$ cat config.mk
export PLATFORM = sky130hd
export DESIGN_NAME = key_press_event_detector_core
export DESIGN_NICKNAME = d
export VERILOG_FILES = /design/src/rtl/kped_pkg.sv /design/src/rtl/key_press_event_detector_core.sv /design/src/rtl/kped_lane.sv /design/src/rtl/kped_merge.sv
export SDC_FILE = /design/constraint.sdc
export NUM_CORES = 1
export LEC_CHECK = 0
export ABC_AREA = 0
export ABC_CLOCK_PERIOD_IN_PS = 4270
export BUFFER_PORTS_ARGS = -buffer_cell sky130_fd_sc_hd__buf_2
export CAP_MARGIN = 10
export CORE_MARGIN = 3
export CORE_UTILIZATION = 25
export DETAILED_ROUTE_END_ITERATION = 10
export GPL_TIMING_DRIVEN = 0
export SETUP_SLACK_MARGIN = 0.4
export SLEW_MARGIN = 30
export SYNTH_ARGS = -nofsm -noshare
export SYNTH_HDL_FRONTEND = slang
export SYNTH_SLANG_ARGS = --single-unit
$ cat constraint.sdc
create_clock -name clk -period 4.27 [get_ports clk]
set_input_delay 0.6405 -clock clk [delete_from_list [all_inputs] [get_ports clk]]
set_output_delay 0.6405 -clock clk [all_outputs]
set_load 0.03 [all_outputs]
$ cat src/rtl/kped_pkg.sv
// Shared types, constants and register map for the key press event detector.
`timescale 1ns / 1ps

package kped_pkg;

    localparam int NUM_KEYS_DEF = 4;
    localparam int IN_W         = 4;
    localparam int MAX_RESULTS  = 4;
    localparam int CNT_W        = 16;
    localparam int CODE_W       = 8;
    localparam int CFG_W        = 16;
    localparam int CFG_IDX_W    = 3;
    localparam int KEY_IDX_W    = 2;

    localparam logic [CFG_IDX_W-1:0] REG_FILTER_TICKS = 3'd0;
    localparam logic [CFG_IDX_W-1:0] REG_LONG_TICKS   = 3'd1;
    localparam logic [CFG_IDX_W-1:0] REG_REPEAT_TICKS = 3'd2;
    localparam logic [CFG_IDX_W-1:0] REG_SHORT_CODE   = 3'd3;
    localparam logic [CFG_IDX_W-1:0] REG_LONG_CODE    = 3'd4;

    localparam logic [CNT_W-1:0]  FILTER_TICKS_RST = 16'd10;
    localparam logic [CNT_W-1:0]  LONG_TICKS_RST   = 16'd200;
    localparam logic [CNT_W-1:0]  REPEAT_TICKS_RST = 16'd0;
    localparam logic [CODE_W-1:0] SHORT_CODE_RST   = 8'd1;
    localparam logic [CODE_W-1:0] LONG_CODE_RST    = 8'd3;

    typedef enum logic [2:0] {
        PH_IDLE     = 3'd0,
        PH_DEBOUNCE = 3'd1,
        PH_DOWN     = 3'd2,
        PH_LONG     = 3'd3,
        PH_REPEAT   = 3'd4,
        PH_RELEASE  = 3'd5
    } phase_t;

    typedef struct packed {
        logic [CNT_W-1:0]  filter_ticks;
        logic [CNT_W-1:0]  long_ticks;
        logic [CNT_W-1:0]  repeat_ticks;
        logic [CODE_W-1:0] short_code;
        logic [CODE_W-1:0] long_code;
    } cfg_t;

    typedef struct packed {
        logic              fire;
        logic [CODE_W-1:0] code;
    } lane_evt_t;

endpackage

$ cat src/rtl/key_press_event_detector_core.sv
// Top level: config registers, one lane per key, and the event merge.
// A tick's events are registered in the pending mask, then each in the output registers.
// Throughput: one event per cycle unless out_stall; a tick's events (at most four kept) hold
// the input until the last is taken; one tick per cycle while the merge stage is empty.
// Reset: asynchronous, active low; all keys idle with counters at zero, registers at defaults.
`timescale 1ns / 1ps

module key_press_event_detector_core
    import kped_pkg::*;
#(
    parameter int NUM_KEYS = NUM_KEYS_DEF
)
(
    input  logic                 clk,
    input  logic                 rst_n,
    input  logic                 cfg_we,
    input  logic [CFG_IDX_W-1:0] cfg_index,
    input  logic [CFG_W-1:0]     cfg_data,
    input  logic                 in_valid,
    output logic                 in_stall,
    input  logic [IN_W-1:0]      pressed_mask,
    output logic                 out_valid,
    input  logic                 out_stall,
    output logic [KEY_IDX_W-1:0] key_index,
    output logic [CODE_W-1:0]    event_code,
    output logic                 last_event
);

    cfg_t                     cfg_reg;
    logic                     busy;
    logic                     step;
    logic [NUM_KEYS-1:0]      held;
    lane_evt_t [NUM_KEYS-1:0] evt;

    always_ff @(posedge clk or negedge rst_n)
    begin
        if (!rst_n)
        begin
            cfg_reg.filter_ticks <= FILTER_TICKS_RST;
            cfg_reg.long_ticks   <= LONG_TICKS_RST;
            cfg_reg.repeat_ticks <= REPEAT_TICKS_RST;
            cfg_reg.short_code   <= SHORT_CODE_RST;
            cfg_reg.long_code    <= LONG_CODE_RST;
        end
        else if (cfg_we)
        begin
            unique case (cfg_index)
                REG_FILTER_TICKS: cfg_reg.filter_ticks <= cfg_data[CNT_W-1:0];
                REG_LONG_TICKS:   cfg_reg.long_ticks   <= cfg_data[CNT_W-1:0];
                REG_REPEAT_TICKS: cfg_reg.repeat_ticks <= cfg_data[CNT_W-1:0];
                REG_SHORT_CODE:   cfg_reg.short_code   <= cfg_data[CODE_W-1:0];
                REG_LONG_CODE:    cfg_reg.long_code    <= cfg_data[CODE_W-1:0];
                default:          ;
            endcase
        end
    end

    assign in_stall = busy;
    assign step     = in_valid && !busy;

    genvar k;
    generate
        for (k = 0; k < NUM_KEYS; k++)
        begin : g_lane
            // Keys past the input width never read as held.
            if (k < IN_W)
            begin : g_in
                assign held[k] = pressed_mask[k];
            end
            else
            begin : g_none
                assign held[k] = 1'b0;
            end

            kped_lane u_lane (
                .clk   (clk),
                .rst_n (rst_n),
                .cfg   (cfg_reg),
                .held  (held[k]),
                .step  (step),
                .evt   (evt[k])
            );
        end
    endgenerate

    kped_merge #(
        .NUM_KEYS (NUM_KEYS)
    ) u_merge (
        .clk        (clk),
        .rst_n      (rst_n),
        .load       (step),
        .evt        (evt),
        .busy       (busy),
        .out_valid  (out_valid),
        .out_stall  (out_stall),
        .key_index  (key_index),
        .event_code (event_code),
        .last_event (last_event)
    );

endmodule

$ cat src/rtl/kped_lane.sv
// Per-key lane: phase state machine and tick counter for one key.
`timescale 1ns / 1ps

module kped_lane
    import kped_pkg::*;
(
    input  logic      clk,
    input  logic      rst_n,
    input  cfg_t      cfg,
    input  logic      held,
    input  logic      step,
    output lane_evt_t evt
);

    phase_t            phase_reg;
    phase_t            phase_next;
    logic [CNT_W-1:0]  count_reg;
    logic [CNT_W-1:0]  count_next;
    logic [CNT_W-1:0]  count_inc;

    assign count_inc = count_reg + CNT_W'(1);

    always_ff @(posedge clk or negedge rst_n)
    begin
        if (!rst_n)
        begin
            phase_reg <= PH_IDLE;
            count_reg <= '0;
        end
        else if (step)
        begin
            phase_reg <= phase_next;
            count_reg <= count_next;
        end
    end

    always_comb
    begin
        phase_next = phase_reg;
        count_next = count_reg;
        evt.fire   = 1'b0;
        evt.code   = cfg.short_code;
        unique case (phase_reg)
            PH_IDLE:
            begin
                if (held)
                begin
                    phase_next = PH_DEBOUNCE;
                    count_next = '0;
                end
            end
            PH_DEBOUNCE:
            begin
                if (held)
                begin
                    phase_next = PH_DOWN;
                    count_next = '0;
                end
                else
                begin
                    phase_next = PH_IDLE;
                end
            end
            PH_DOWN:
            begin
                if (held)
                begin
                    count_next = count_inc;
                    if (count_inc >= cfg.filter_ticks)
                    begin
                        phase_next = (cfg.long_ticks != '0) ? PH_LONG : PH_RELEASE;
                    end
                end
                else
                begin
                    phase_next = PH_IDLE;
                end
            end
            PH_LONG:
            begin
                if (held)
                begin
                    count_next = count_inc;
                    if (count_inc >= cfg.long_ticks)
                    begin
                        evt.fire = 1'b1;
                        evt.code = cfg.long_code;
                        if (cfg.repeat_ticks != '0)
                        begin
                            phase_next = PH_REPEAT;
                            count_next = '0;
                        end
                        else
                        begin
                            phase_next = PH_RELEASE;
                        end
                    end
                end
                else
                begin
                    phase_next = PH_RELEASE;
                end
            end
            PH_REPEAT:
            begin
                if (held)
                begin
                    count_next = count_inc;
                    if (count_inc >= cfg.repeat_ticks)
                    begin
                        evt.fire   = 1'b1;
                        count_next = '0;
                    end
                end
                else
                begin
                    phase_next = PH_RELEASE;
                end
            end
            PH_RELEASE:
            begin
                evt.fire   = 1'b1;
                phase_next = PH_IDLE;
            end
            default:
            begin
                phase_next = PH_IDLE;
            end
        endcase
    end

endmodule

$ cat src/rtl/kped_merge.sv
// Event merge: captures lane events of a tick and sends them out in key order.
`timescale 1ns / 1ps

module kped_merge
    import kped_pkg::*;
#(
    parameter int NUM_KEYS = NUM_KEYS_DEF
)
(
    input  logic                         clk,
    input  logic                         rst_n,
    input  logic                         load,
    input  lane_evt_t [NUM_KEYS-1:0]     evt,
    output logic                         busy,
    output logic                         out_valid,
    input  logic                         out_stall,
    output logic [KEY_IDX_W-1:0]         key_index,
    output logic [CODE_W-1:0]            event_code,
    output logic                         last_event
);

    localparam int KEY_W = (NUM_KEYS > 1) ? $clog2(NUM_KEYS) : 1;
    localparam int NUM_W = $clog2(MAX_RESULTS + 1);
    localparam logic [NUM_W-1:0] MAX_R = NUM_W'(MAX_RESULTS);

    logic [NUM_KEYS-1:0]  pend_mask_reg;
    logic [CODE_W-1:0]    pend_code_reg [NUM_KEYS];
    logic [NUM_KEYS-1:0]  rest_mask;
    logic [NUM_KEYS-1:0]  keep_mask;
    logic [NUM_W-1:0]     keep_cnt;
    logic [KEY_W-1:0]     sel;
    logic [KEY_W+1:0]     sel_ext;
    logic                 have;
    logic                 out_load;

    logic                 out_valid_reg;
    logic [KEY_IDX_W-1:0] key_index_reg;
    logic [CODE_W-1:0]    event_code_reg;
    logic                 last_event_reg;

    // Lowest pending key goes first; clearing it leaves the rest.
    always_comb
    begin
        sel = '0;
        for (int k = NUM_KEYS - 1; k >= 0; k--)
        begin
            if (pend_mask_reg[k])
            begin
                sel = KEY_W'(k);
            end
        end
    end

    assign sel_ext   = {2'b00, sel};
    assign rest_mask = pend_mask_reg & (pend_mask_reg - NUM_KEYS'(1));
    assign have      = |pend_mask_reg;
    assign out_load  = have && (!out_valid_reg || !out_stall);
    assign busy      = have && !((rest_mask == '0) && out_load);

    // Keep only the first events of a tick that fit in one burst.
    always_comb
    begin
        keep_mask = '0;
        keep_cnt  = '0;
        for (int k = 0; k < NUM_KEYS; k++)
        begin
            if (evt[k].fire && (keep_cnt < MAX_R))
            begin
                keep_mask[k] = 1'b1;
                keep_cnt     = keep_cnt + NUM_W'(1);
            end
        end
    end

    always_ff @(posedge clk or negedge rst_n)
    begin
        if (!rst_n)
        begin
            pend_mask_reg <= '0;
            out_valid_reg <= 1'b0;
        end
        else
        begin
            if (load)
            begin
                pend_mask_reg <= keep_mask;
            end
            else if (out_load)
            begin
                pend_mask_reg <= rest_mask;
            end

            if (out_load)
            begin
                out_valid_reg <= 1'b1;
            end
            else if (!out_stall)
            begin
                out_valid_reg <= 1'b0;
            end
        end
    end

    always_ff @(posedge clk)
    begin
        if (load)
        begin
            for (int k = 0; k < NUM_KEYS; k++)
            begin
                pend_code_reg[k] <= evt[k].code;
            end
        end
        if (out_load)
        begin
            key_index_reg  <= sel_ext[KEY_IDX_W-1:0];
            event_code_reg <= pend_code_reg[sel];
            last_event_reg <= (rest_mask == '0);
        end
    end

    assign out_valid  = out_valid_reg;
    assign key_index  = key_index_reg;
    assign event_code = event_code_reg;
    assign last_event = last_event_reg;

    a_load_when_drained: assert property (@(posedge clk) disable iff (!rst_n)
        load |-> ($countones(pend_mask_reg) <= 1))
        else $error("tick loaded over pending events");

    a_burst_bound: assert property (@(posedge clk) disable iff (!rst_n)
        $countones(pend_mask_reg) <= MAX_RESULTS)
        else $error("more pending events than one burst allows");

    a_more_after_not_last: assert property (@(posedge clk) disable iff (!rst_n)
        (out_valid_reg && !out_stall && !last_event_reg) |-> (pend_mask_reg != '0))
        else $error("event without last flag but nothing pending");

    a_last_drains: assert property (@(posedge clk) disable iff (!rst_n)
        (out_load && (rest_mask == '0) && !load) |=> (pend_mask_reg == '0))
        else $error("pending mask not empty after last event");

endmodule
==> summary.txt <==
Run status
  – Status: finished, final reports clean

STA
  – Final setup viols: 0
  – Slew Limit Fails: 0
  – Max_slew headroom: 0.436
  – Hold slack final: between 100 and 150 ps
  – Final Cycle Share: 0.883
  – Max frequency: about 270 MHz
  – RSZ-0062 raised after global routing: yes
  – Final hold vios: 0
  – Setup Skew: roughly 17 ps
  – Worst Tran Pin Value: between 800 and 900 ps
  – Tmin final: around 3800 ps
  – Final setup TNS: 0 ps

Detailed routing
  – Avg Vias per Cell: approximately 5.3
  – DR DRC count: 0
  – Routed WL: approximately 42,000 um
  – Routed Antenna Nets: 0
  – WL per Instance: approximately 19 um
  – DRT iter0 DRCs: about 1,000
  – Vias: between 10,000 and 15,000
  – Pre-Repair DR Iteration Count: 5

Critical path
  – Worst r2r path cells: 17
  – Crit path max-delay cell type: or3b_4
  – Critical path launch point type: flip-flop
  – Endpoint type of the worst setup path: flip-flop
  – Cell count along the critical path: 17
  – CP Max Fanout: 4
  – Crit path largest cell delay: ~420 ps
  – Kind of critical path: reg -> reg
  – Worst path required time: about 4700 ps
  – Worst reg-to-reg setup slack: between 400 and 500 ps
  – CP arrival: approximately 4200 ps
  – Crit path top cell by count: and3_4
  – Reg2reg start: g_lane[1].u_lane.count_reg[1]
  – Crit path cell chain: buf_6 > nand4_1 > nor3_4 > and3_4 > and3_4 > xor2_4 > ha_4 > nand4_1 > nor3_2 > o21ai_1 > o21ai_1 > or3b_4 > buf_12 > o21ai_4 > ha_4 > and3_4 > a211oi_2
  – Reg2reg end: u_merge.pend_mask_reg[3]
  – Worst path bufs/invs: 2
  – Family with the most delay on the worst path: simple AND/OR/NAND/NOR gates

Finish
  – Commonest non-fill, non-tap cells in the layout: ha_1, nand2_1, o21ai_0, dfrtp_1, a21oi_1
  – Filler instances: 5,595
  – FF/Latch Area: 4930 um2
  – Area occupied by multi-input gates: ~9000 um2
  – Area delta synth->final: 18.6%
  – Nets: 1,755
  – Fraction of layout cells with a size suffix above 1: 0.197
  – Post-route insts no fill: 2,243
  – Post-Layout Inst Area: 16,400 um2
  – Commonest non-fill, non-tap cell in the layout: ha_1

Die
  – Die X: between 200 and 250 um
  – I/O Pins: 41
  – Die area: between 50,000 and 60,000 um2
  – Row cnt: 85
  – Initial Util: 0.255
  – Chip Height: 241 um
  – Core area: 54,200 um2

Placement
  – Final HPWL DP: a little over 30,000 um
  – Cell Area, Placed: 14,900 um2
  – # port buffers: 37
  – Routability cong.: between 0.8 and 0.9
  – Placed Cells incl. Taps: ~2,200

Flow run
  – Max-cap violations: 0

Logic synthesis
  – Warnings, synthesis: 0
  – Synth Cell Area: roughly 14,000 um2
  – Sequential-to-total area share from yosys stat: 0.356
  – Post-Syn Nets: 1,662
  – Post-synthesis register bit count: roughly 190
  – Post-synth top area cell: dfrtp_1
  – Ranking of synthesized cells by area: dfrtp_1, ha_1, edfxtp_1, o21ai_0, nand2_1
  – Syn_area_per_cell: 9.62 um2
  – Top-area cell type share of the netlist area: 0.248
  – Number of synthesized flops with an enable pin: 43
  – Post-synthesis cell type count: 83
  – Syn Inst Count: roughly 1,400
  – Async SR Flop Fraction: 0.771
  – Top_reg_cell synth: dfrtp_1

Clock tree
  – Clk_lat worst skew: about 460 ps
  – Clock Root Buffer: clkbuf_16
  – H-tree levels: 4
  – Clock Sinks: between 150 and 200
  – CTS tree: done
  – Max Buffers Root-to-Sink: 2
  – Cts hold-fix bufs: 0
  – Clk pin slew, worst setup/hold paths: 80 ps
  – TritonCTS Buffers: 17

Global routing
  – Remaining Overflow, GRT: 0
  – Largest net degree at the start of global routing: 88
  – Antenna violations before repair: 8
  – Number of global-route vias before repair: between 10,000 and 15,000
  – Total GRT Usage: 0.144
  – Global-route wire length before repair: 64,200 um

Power
  – VDD IR max: between 0.2 and 0.25 mV
  – Static leakage: 7.43 nW
  – Pwr/cell area: 443 nW/um2

Min path
  – Hold Path Class: in -> async
[metal layers]
| layer | track usage | wire [um] | vias to the layer above |
|---|---|---|---|
| met5 | 0 | 60 | - |
| met4 | 0.0572 | 1460 | 8 |
| met3 | 0.0338 | 3620 | 86 |
| met2 | 0.221 | 18600 | 444 |
| met1 | 0.196 | 18500 | 5732 |
| li1 | - | - | 5536 |
[Yosys cell counts, types with 29 or more instances]
library cell / n
mux2_2: 53
nor2_1: 52
dfrtp_1: 137
nand3_1: 48
ha_1: 197
clkbuf_1: 31
inv_1: 65
xor2_1: 29
o21ai_0: 146
a21oi_1: 67
nand2_1: 160
edfxtp_1: 43
[cell type report]
class / instances / area share
well taps: 696 / 0.0531
inverters: 67 / 0.0153
clock buffers: 18 / 0.0262
flip-flops and latches: 188 / 0.301
diodes: 4 / 0.000610
plain buffers: 51 / 0.0160
repair buffers: 73 / 0.0306
multi-input cells: 1132 / 0.548
clock inverters: 14 / 0.00946
[repair_timing]
item,4_1_cts,5_1_grt
cloned,0,1
setup buffers,11,24
pin swaps,8,31
setup endpoints to repair,91,61
resized for setup,46,66
[kinds of logic after synthesis]
kind of cell,synth area share
adder cells (fa/ha/maj),0.179
multiplexers,0.0562
AND/OR/NAND/NOR,0.171
buffers and inverters,0.0351
XOR/XNOR,0.0342
flip-flops,0.356
AO/OA/AOI/OAI,0.168
[power breakdown]
part / switching, mW / internal (mW) / total (mW)
Combinational: 1.98 / 1.13 / 3.11
Sequential: 0.240 / 2.31 / 2.55
Clock: 0.819 / 0.783 / 1.60
[stage by stage]
step,power [mW],setup WS (ps),utilization
after global routing,7.75,314,0.302
after global placement,5.35,-631,0.274
final,7.26,498,0.302
after detailed placement,5.47,-754,0.275
after floorplan,4.53,527,-
after CTS,7.17,369,0.292
[worst max path at each step]
stage | startpoint | end | slack [ps]
finish | g_lane[1].u_lane.count_reg[1] | u_merge.pend_mask_reg[3] | 500
floorplan | g_lane[1].u_lane.count_reg[0] | u_merge.pend_mask_reg[3] | 530
global placement | g_lane[1].u_lane.count_reg[0] | u_merge.pend_mask_reg[3] | -630
CTS | g_lane[0].u_lane.count_reg[2] | u_merge.pend_mask_reg[3] | 370
global route | g_lane[1].u_lane.count_reg[1] | u_merge.pend_mask_reg[3] | 310
detailed placement | g_lane[1].u_lane.count_reg[0] | u_merge.pend_mask_reg[3] | -750
Note: power is estimated with default switching activity, not from simulation.
